$ cat config.mk
export PLATFORM = sky130hd
export DESIGN_NAME = impq_ram
export DESIGN_NICKNAME = d
export VERILOG_FILES = /design/src/design/impq_ram.sv
export SDC_FILE = /design/constraint.sdc
export NUM_CORES = 2
export LEC_CHECK = 0
export ABC_AREA = 1
export BUFFER_PORTS_ARGS = -buffer_cell sky130_fd_sc_hd__buf_2
export CAP_MARGIN = 20
export CORE_MARGIN = 2
export CORE_UTILIZATION = 60
export DETAILED_ROUTE_END_ITERATION = 12
export PLACE_DENSITY = 0.81
export SLEW_MARGIN = 10
export SYNTH_ARGS = -nofsm -noshare
export SYNTH_HDL_FRONTEND = slang
export SYNTH_SLANG_ARGS = --single-unit
export TNS_END_PERCENT = 20
$ cat constraint.sdc
create_clock -name clk -period 2.35 [get_ports clk]
set_input_delay 0.235 -clock clk [delete_from_list [all_inputs] [get_ports clk]]
set_output_delay 0.235 -clock clk [all_outputs]
set_load 0.01 [all_outputs]
$ cat src/design/impq_ram.sv
// generic single port ram with registered read
// no dependencies
`timescale 1ns / 1ps

module impq_ram #(
    parameter int WIDTH = 8,
    parameter int DEPTH = 256
) (
    input  logic                     clk,
    input  logic                     we,
    input  logic [$clog2(DEPTH)-1:0] addr,
    input  logic [WIDTH-1:0]         wdata,
    output logic [WIDTH-1:0]         rdata
);

    logic [WIDTH-1:0] mem [DEPTH];

    always_ff @(posedge clk)
    begin
        if (we)
            mem[addr] <= wdata;
        rdata <= mem[addr];
    end

endmodule

==> metrics.md <==
| Metric | Value |
|---|---|
| Outcome | finished clean |
| Number of sinks handled by clock tree synthesis | 2,056 |
| Standard-cell row count | 137 |
| Clock Power Share | 40.5% |
| Reg-to-reg slack, setup | 0.07 ns |
| Unrepaired setup endpoints after global routing | false |
| Die boundary height | 380 um |
| Total power per unit cell area | 787 nW/um^2 |
| Maximum fanout encountered on the critical timing path | 9 |
| Post-detailed-route wirelength per cell | 22.2 um |
| Sequential cell area fraction in the yosys report | 72.7% |
| Horiz. Die Dim | 380 um |
| Setup TNS | 0 ns |
| CTS clk-pin slew, worst paths | 0.06 ns |
| Post-route cell area | 96,500 sq um |
| Switching part of the total power | 22.5% |
| Fmax | 439 MHz |
| Total count of max-transition violations in the final report | 0 |
| Leakage dissipation | 38.9 nW |
| Depth of the worst hold-timing path | 6 |
| Grt total ovfl | 0 |
| Sequential share of power | 53.3% |
| Max-cap viol count | 0 |
| Maximum number of pins on one net before global-route repair | 150 |
| Internal cell power | 58.9 mW |
| DRC Markers | 0 |
| First-pass GRT wire length | 345,000 um |
| Kind of launch point of the worst setup path | input pin |
| Maximum buffer depth of the clock tree | 3 |
| Area of the placeable core | 140,000 sq um |
| Critical register-to-register path endpoint | rdata[7] |
| Cell area after placement | 90,200 sq um |
| Growth of design area from synthesis to finish | 13.7% |
| Register bit total from synthesis | 2,056 |
| Clock period minus worst slack | 2.28 ns |
| DRC violation total after the first TritonRoute iteration | 9,159 |
| Setup-violating endpoint count in the final report | 0 |
| Number of buffers created by CTS | 195 |
| Gate count after technology mapping | 8,021 |
| Via count of the first global-routing pass | 59,387 |
| Average instance area after synthesis | 10.6 sq um |
| CTS tree | yes |
| Type of the tightest min-delay check | in -> reg |
| Total routed wirelength | 229,000 um |
| Number of cells traversed by the worst register-to-register path | 13 |
| Share of final-layout standard cells stronger than drive strength 1 | 8.95% |
| Biggest area contributors in the synthesized netlist | edfxtp_1 (72%), nand2_1 (21%), nor2_1 (1.6%) |
| Worst-case clock skew | 0.0383 ns |
| Category of the worst setup path capture point | flip-flop |
| Die ar. | 144,000 sq um |
| Number of gates given a new drive strength after cts | 0 |
| Core occupancy in the finished layout | 69.0% |
| Critical path data arrival time | 2.73 ns |
| Clock insertion delay at the later pin of the skew report | 0.85 ns |
| Path type of the worst setup path | in -> reg |
| Library cells used by synthesis | 18 |
| Number of standard cells in the layout, taps in and fillers out | 10,331 |
| Worst Setup Slack, final | 0.0745 ns |
| Number of vias in the routed layout | 60,367 |
| Post-Place Cells | 9,961 |
| Port Buffers | 25 |
| Minimum setup slack after placement | -0.436 ns |
| GRT Resource Usage Total | 31.4% |
| Post-synth net total | 8,039 |
| Via-per-instance ratio | 5.84 |
| Maximum level of the CTS H-tree | 4 |
| Antenna viol nets, final | 0 |
| Netlist area before placement | 84,900 sq um |
| Initial DRT Pass Iterations | 10 |
| Starting density of the core | 60.7% |
| Combinational share of power | 6.3% |
| Hold violation count in the final report | 0 |
| Hold Crit Start | addr[7] |
| Number of top-level pins | 26 |
| Transition at the pin with the smallest max-transition slack | 1.03 ns |
| Synth top area share | 72.5% |
| Reported net switching power | 17.1 mW |
| Reg-to-reg critical path startpoint | mem[7][7] |
| Post-synth top area cell | edfxtp_1 |
| Net count, final | 8,309 |
| Worst VDD drop | 0.854 mV |
| Final worst path period share | 96.8% |
| Max_slew headroom | 31.2% |
| Clock root buffer | clkbuf_16 |
| Worst min-delay path endpoint | rdata[6] |
| Count of synthesis-stage warnings from yosys | 0 |
| Number of antenna violations at the first check in global routing | 9 |
| Fill cell total of the finished layout | 9,172 |
| Detail Placement HPWL | 136,000 um |
| Required time at the worst-slack endpoint | 2.80 ns |
| Routability congestion estimate | 0.929 |
cell families (layout without fill, tap and decap cells):
family / after synthesis / count (layout) / share of synthesized area [%]
compound gates: 192 / 192 / 1.13
buf+inv: 452 / 882 / 2.36
flops: 2056 / 2056 / 72.7
other cells: 0 / 4 / 0
simple gates: 5321 / 5321 / 23.8
worst max-delay path, stage by stage:
cell and delay, ns:
dlygate4sd3_1 0.62, buf_2 0.18, inv_1 0.07, nand2_1 0.10, inv_1 0.31, nand2_1 0.42
nor2_1 0.78
cell usage in the layout, fill, tap and decap left out, types with 2 or more instances in the layout:
cell type         n
buf_8            10
nand2_1        4770
clkinv_2         30
edfxtp_1       2048
bufinv_16        15
clkinv_1         49
inv_16            4
inv_1            29
buf_4           360
buf_2            15
clkinv_8          3
inv_6             5
nor2_1          356
clkbuf_1         46
inv_4             2
diode_2           4
o21ai_1         119
nand3_1         188
clkinvlp_4        3
clkbuf_8          6
a21oi_1          32
o21ai_0          41
nor2_4            4
dlygate4sd3_1     9
buf_12           96
clkbuf_16       198
dfxtp_1           8
registers in the layout (all words and copies together), names as in the netlist:
register and flops:
rdata 8, mem 2048
area by class of cell:
class	count	area [sq um]	area share [%]
Timing Repair Buffer	490	4940	5.12
Clock buffer	250	5210	5.40
Multi-Input combinational cell	5513	21200	22.0
Clock inverter	107	951	0.985
Tap cell	1876	2350	2.43
Antenna cell	4	10.0	0.0104
Sequential cell	2056	61700	63.9
Inverter	35	165	0.171
stage by stage:
step	hold slack [ns]	power, mW
6_report	0.0810	76.0
5_1_grt	0.136	77.7
4_1_cts	0.00318	75.9
3_5_place_dp	0.606	45.8
3_3_place_gp	0.590	45.7
2_1_floorplan	0.334	43.5
synth_stat cells (all sizes together):
| library cell | n |
|---|---|
| dfxtp | 8 |
| buf | 247 |
| inv | 35 |
| edfxtp | 2048 |
| nor2 | 362 |
| clkbuf | 170 |
| nand3 | 188 |
| o21ai | 160 |
| a21oi | 32 |
| nand2 | 4771 |
power by group through the flow:
stage	Combinational [mW]	Sequential, mW	Clock (mW)
final	4.75	40.5	30.8
after global routing	5.07	40.5	32.2
after global placement	4.42	41.2	0
after CTS	4.62	40.5	30.8
after detailed placement	4.54	41.2	0
after floorplan	2.30	41.2	0
how the worst max path moves through the flow:
stage              start          end  slack (ns)  depth (start not counted)
6_report         addr[6]  mem[188][1]        0.07                          7
5_1_grt        mem[7][7]     rdata[7]        0.05                         13
4_1_cts        mem[7][7]     rdata[7]        0.14                         13
3_5_place_dp     addr[0]     rdata[3]       -0.44                         17
3_3_place_gp     addr[0]     rdata[3]       -0.40                         17
2_1_floorplan    addr[1]  mem[234][0]        0.27                         10
per-layer routing:
metal / vias up / part of all wire, % / global-route usage [%]
met5: - / 0.031 / 0
met4: 10 / 5.3 / 16.5
met3: 785 / 13 / 7.41
met2: 4234 / 47 / 49.5
met1: 28458 / 35 / 40.8
li1: 26880 / - / -
what timing repair did:
| item | 4_1_cts | 5_1_grt |
|---|---|---|
| buffers inserted | 0 | 0 |
| endpoints found under the hold margin | 430 | 0 |
| hold buffers | 9 | 0 |
Note: power is estimated with default switching activity, not from simulation.
