==> src/design/impq_pkg.sv <==
// package for the indexed max priority queue
// types, constants and the ordering function shared by the compare unit and the top level
`timescale 1ns / 1ps

package impq_pkg;

    localparam int CAPACITY   = 256;
    localparam int SLOT_W     = $clog2(CAPACITY + 1);
    localparam int ID_W       = 8;
    localparam int HANDLES    = 1 << ID_W;
    localparam int LEVEL_W    = 7;
    localparam int STAMP_W    = 32;
    localparam int ENTRY_W    = ID_W + LEVEL_W + STAMP_W;
    localparam logic [LEVEL_W-1:0] CEILING_RESET = 7'd100;

    typedef enum logic [1:0] {
        ACT_INSERT = 2'd0,
        ACT_RAISE  = 2'd1,
        ACT_REMOVE = 2'd2,
        ACT_QUERY  = 2'd3
    } action_t;

    typedef struct packed {
        logic [ID_W-1:0]    id;
        logic [LEVEL_W-1:0] level;
        logic [STAMP_W-1:0] arrival;
    } entry_t;

    typedef enum logic [4:0] {
        ST_IDLE,
        ST_POS_RD,
        ST_POS_WAIT,
        ST_DECIDE,
        ST_LAST_RD,
        ST_LAST_WAIT,
        ST_ENTRY_RD,
        ST_ENTRY_WAIT,
        ST_PLACE,
        ST_UP_RD,
        ST_UP_WAIT,
        ST_UP_CMP,
        ST_DN_RDL,
        ST_DN_CMPL,
        ST_DN_CMPR,
        ST_DN_STEP,
        ST_DN_MOVE,
        ST_DONE,
        ST_CLEAR
    } state_t;

    // true when a ranks above b: higher level, or equal level and earlier stamp
    function automatic logic outranks(input entry_t a, input entry_t b);
        logic r;
        if (a.level != b.level)
            r = a.level > b.level;
        else
            r = a.arrival < b.arrival;
        return r;
    endfunction

endpackage

==> src/design/impq_cmp.sv <==
// shared compare unit: picks the better of two heap entries
// depends on impq_pkg
`timescale 1ns / 1ps

module impq_cmp
    import impq_pkg::*;
(
    input  entry_t a,
    input  entry_t b,
    output logic   a_wins
);

    assign a_wins = outranks(a, b);

endmodule

==> config.mk <==
export PLATFORM = sky130hd
export DESIGN_NAME = impq_cmp
export DESIGN_NICKNAME = d
export VERILOG_FILES = /design/src/design/impq_pkg.sv /design/src/design/impq_cmp.sv
export SDC_FILE = /design/constraint.sdc
export NUM_CORES = 1
export LEC_CHECK = 0
export CORE_MARGIN = 3
export CORE_UTILIZATION = 55
export DETAILED_ROUTE_END_ITERATION = 12
export DONT_BUFFER_PORTS = 1
export PLACE_DENSITY = 0.71
export SYNTH_ARGS = -nofsm -noshare
export SYNTH_HDL_FRONTEND = slang
export SYNTH_SLANG_ARGS = --single-unit
==> constraint.sdc <==
create_clock -name vclk -period 2.2
set_input_delay 0.44 -clock vclk [all_inputs]
set_output_delay 0.44 -clock vclk [all_outputs]
set_load 0.1 [all_outputs]
==> flow_summary.ini, run 1 <==
[timing]
worst_slack_ns = -0.06774
max_slew_margin = 0.7914
hold_violations = 0
setup_viol = 1
holdWs_ns = 1.433
tightest_slew_ns = 0.3116
rsz0062_at_grt = true
finalCritPeriodShare = 1.031
fmax_mhz = 441.0
drv_slew = 0
finalCriticalPeriod_ns = 2.268

[route]
highest_layer = met3
ant_nets = 0
drt_wl_total_um = 1977
wl_met2_um = 1024
drt_iter0_markers = 7
vias = 918
drc_errors = 0
via_per_inst = 5.530
wl_met3_um = 139
wl_per_cell_um = 11.91
wl_met1_um = 813
firstDrtPassIters = 4

[logic_synthesis]
netlist-cell-type-count = 24
syn-cell-area_um2 = 989.7
synth-xor-area-share = 0
synth_compound_area_frac = 0.2137
ys_warn_count = 0
syn_avg_cell_area_um2 = 7.277
synth.yosys.seq_area_share = 0
synth_top_family_by_area = adder cells
muxShareOfSynthArea = 0
synth-simple-area-share = 0.1580
synth_nets = 268
synthCells = 136
synthAdderAreaFrac = 0.4804

[die]
die_x_um = 48.42
row_count = 14
fp.dieH_um = 48.42
start_util = 0.6209
die_area_mm2 = 0.002345
ioPinCount = 95
design.core.area_mm2 = 0.001594

[finish]
final_common_cell = inv_1
regArea_um2 = 0
seq_cells = 0
fillCellCount = 130
clkbuf_count = 0
final_cell_mix = inv_1, ha_1, a21oi_1
drive_gt1_frac = 0.1338
syn2layout_area_growth_pct = 15.55
utilization = 0.7174
stdcell_area_mm2 = 0.001144
final_nets = 276
diodes = 0

[place]
place_congestion = 0.7195
port_buffers = 0
hpwl_um = 1942
dpl-instance-area_mm2 = 0.001102
preCtsSetupSlack_ns = -0.1684

[setup_path]
critPathMaxFanout = 2
cp.arrival_ns = 1.83
crit_path_start = b[25]
worst-setup-path-type = in2out
crit_path_end_kind = output port
startpoint_type = input pin
required_ns = 1.76

[pwr]
powerDensity_mw_per_mm2 = 188.5
ir_worst_vdd_mv = 0.1125
p_total_mw = 0.2155
leakage_nw = 0.6410

[global_routing]
grt_max_degree = 4
antenna_found_initial = 0
grt_pass1_vias = 879
grt_overflow = 0
grt_pass1_wl_um = 3339
grt_usage = 0.1621

[flow_run]
max_cap_violations = 0

[run_status]
status = finished with violations
violations = negative setup slack

[cts]
cts_hold_buf = 0

[min_path]
hp-class = in2out
min_from = a[37]
-- metal layers --
layer	vias to the layer above	global-route usage
li1	483	-
met2	46	0.3096
met5	-	0
met3	0	0.01534
met1	389	0.2074
met4	0	0
-- cells by family (layout without fill, tap and decap cells) --
kind of cell,after synthesis,in the layout
fa+ha+maj,38,38
simple gates,29,29
compound gates,30,30
buf+inv,39,45
-- worst paths after layout --
check / end / slack, ns / cells after the start
max: a_wins / -0.07 / 8
min: a_wins / 1.43 / 5
-- final cells by class --
cell class	count	area, µm²	share of cell area
tap	24	30.03	0.02626
inverter	39	151.4	0.1324
multi-input combinational	97	904.6	0.7910
timing repair buffer	6	57.56	0.05033
-- synth_stat cells, types with 2 or more instances --
cell	count	area (µm²)
nand2_1	8	30.03
nor4_1	2	12.51
nand3_1	5	25.02
nor2b_1	2	12.51
o21ai_0	5	25.02
a21oi_1	14	70.07
inv_1	39	146.4
ha_1	38	475.5
and4_1	2	17.52
nand4_1	4	25.02
nor2_1	4	15.01
-- power by group --
group	internal, mW	total [mW]	switching (mW)	leakage [nW]
Clock	0	0	0	0
Combinational	0.103	0.216	0.112	0.641
Sequential	0	0	0	0
-- worst max-delay path, cell delays in order --
cell      delay, ns
inv_1          0.02
ha_1           0.28
a21oi_1        0.13
nor2_1         0.06
a211oi_1       0.18
o211ai_1       0.19
o31ai_4        0.31
buf_12         0.21
-- metrics by stage --
step	TNS [ns]	cells
global route	-0.1551	166
global placement	-0.1591	166
CTS	-0.07991	166
finish	-0.06774	166
detailed placement	-0.1684	166
floorplan	-0.5159	136
-- what timing repair did --
action | CTS | global route
setup endpoints to repair | 1 | 1
pin swaps | 6 | 1
gates resized for setup | 7 | 2
setup buffers | 0 | 0
Note: power is estimated with default switching activity, not from simulation.
==> run 2, diff against run 1 <==
clock period = 2.3 ns   (was 2.2 ns; I/O delays follow)
==> run 2 against run 1 <==
The run still ends with negative setup slack left. Sequential cell count is the same. Setup slack improved by 0.058 ns. Largest cell class unchanged. Design area shrank 0.66%. Utilization is 0.47 points lower. Critical path depth shrank 1. Hold slack improved by 0.033 ns. Final cell count fell by 1.2%. Non-clock buffer count down 2. Total power shrank 4.8%. Routed wire length grew 0.81%. Global-route usage is 0.45 points higher. Critical endpoint unchanged.
==> flow_summary.ini, run 2 (synthesis gave the netlist of run 1 again) <==
[timing]
setup_tns_ns = -0.01004
drv_slew = 0
finalCriticalPeriod_ns = 2.310
finalCritPeriodShare = 1.004
setup_viol = 1
holdWs_ns = 1.466
worst_slack_ns = -0.01004
rsz0062_at_grt = true
max_slew_margin = 0.7996
fmax_mhz = 432.9
tightest_slew_ns = 0.2993
hold_violations = 0

[route]
ant_nets = 0
drt_wl_total_um = 1993
via_per_inst = 5.524
drt_iter0_markers = 8
firstDrtPassIters = 2
vias = 906
wl_per_cell_um = 12.15
drc_errors = 0

[setup_path]
cp.arrival_ns = 1.85
worst-setup-path-type = in2out
crit_path_start = a[1]
required_ns = 1.84
crit_path_end_kind = output port
critPathMaxFanout = 1
startpoint_type = input pin
cp-endpoint = a_wins

[finish]
fillCellCount = 139
diodes = 0
final_common_cell = inv_1
clkbuf_count = 0
utilization = 0.7127
seq_cells = 0
final_nets = 274
regArea_um2 = 0
final_cell_mix = inv_1, ha_1, a21oi_1
drive_gt1_frac = 0.1357
syn2layout_area_growth_pct = 14.79

[run_status]
violations = negative setup slack
status = finished with violations

[die]
ioPinCount = 95
row_count = 14
start_util = 0.6209
fp.dieH_um = 48.42
die_x_um = 48.42
die_area_mm2 = 0.002345
design.core.area_mm2 = 0.001594

[cts]
cts_hold_buf = 0
postCtsSetupRepairBufs = 0

[pwr]
powerDensity_mw_per_mm2 = 180.6
ir_worst_vdd_mv = 0.1246
sw_frac_of_total = 0.5233
p_sw_mw = 0.1074
leakage_nw = 0.6357
p_comb_frac = 1.000
seq_power_share = 0
pwr-share-clk = 0
p_int_mw = 0.09780

[place]
port_buffers = 0
place_congestion = 0.7194
hpwl_um = 1870
preCtsSetupSlack_ns = -0.1106

[global_routing]
grt_overflow = 0
grt_pass1_wl_um = 3381
grt_usage = 0.1666
antenna_found_initial = 0
grt_max_degree = 4
grt_pass1_vias = 884

[min_path]
hp-class = in2out

[flow_run]
max_cap_violations = 0
-- run 2: worst min-delay path by stage --
stage | from | to | slack [ns] | cells past startpoint
global placement | a[37] | a_wins | 1.47 | 5
CTS | a[37] | a_wins | 1.47 | 5
global route | a[37] | a_wins | 1.49 | 5
detailed placement | a[37] | a_wins | 1.47 | 5
floorplan | a[37] | a_wins | 1.39 | 3
finish | a[37] | a_wins | 1.47 | 5
-- run 2: layout make-up --
cell class | instances | area, µm² | area share
multi-input cells | 97 | 912.1 | 0.8029
well taps | 24 | 30.03 | 0.02643
inverters | 39 | 151.4 | 0.1333
repair buffers | 4 | 42.54 | 0.03744
-- run 2: timing repair --
action	in CTS	in global routing
resized for setup	6	6
pin swaps	6	5
cloned	0	0
setup endpoints to repair	1	1
-- run 2: critical path, cell delays in order --
cell and delay, ns:
ha_4 0.22, a2111oi_4 0.29, a21oi_2 0.07, a221oi_2 0.27, a21oi_2 0.10, o31ai_4 0.22, buf_12 0.21
-- run 2: routing by layer --
layer,GRT usage,part of all wire,vias to the layer above
met1,0.1944,0.40,378
met5,0,0,-
li1,-,-,482
met2,0.3326,0.52,46
met4,0,0,0
met3,0.02761,0.083,0
-- run 2: stage by stage --
stage	area (µm²)	power (mW)	cells
finish	1136	0.2052	164
global route	1136	0.2380	164
CTS	1111	0.2013	164
detailed placement	1087	0.1930	164
global placement	1087	0.1844	164
floorplan	1015	0.1479	136
-- run 2: power by group through the flow --
stage | sequential, mW | combinational [mW] | clock [mW]
4_1_cts | 0 | 0.201 | 0
3_3_place_gp | 0 | 0.184 | 0
5_1_grt | 0 | 0.238 | 0
3_5_place_dp | 0 | 0.193 | 0
6_report | 0 | 0.205 | 0
2_1_floorplan | 0 | 0.148 | 0
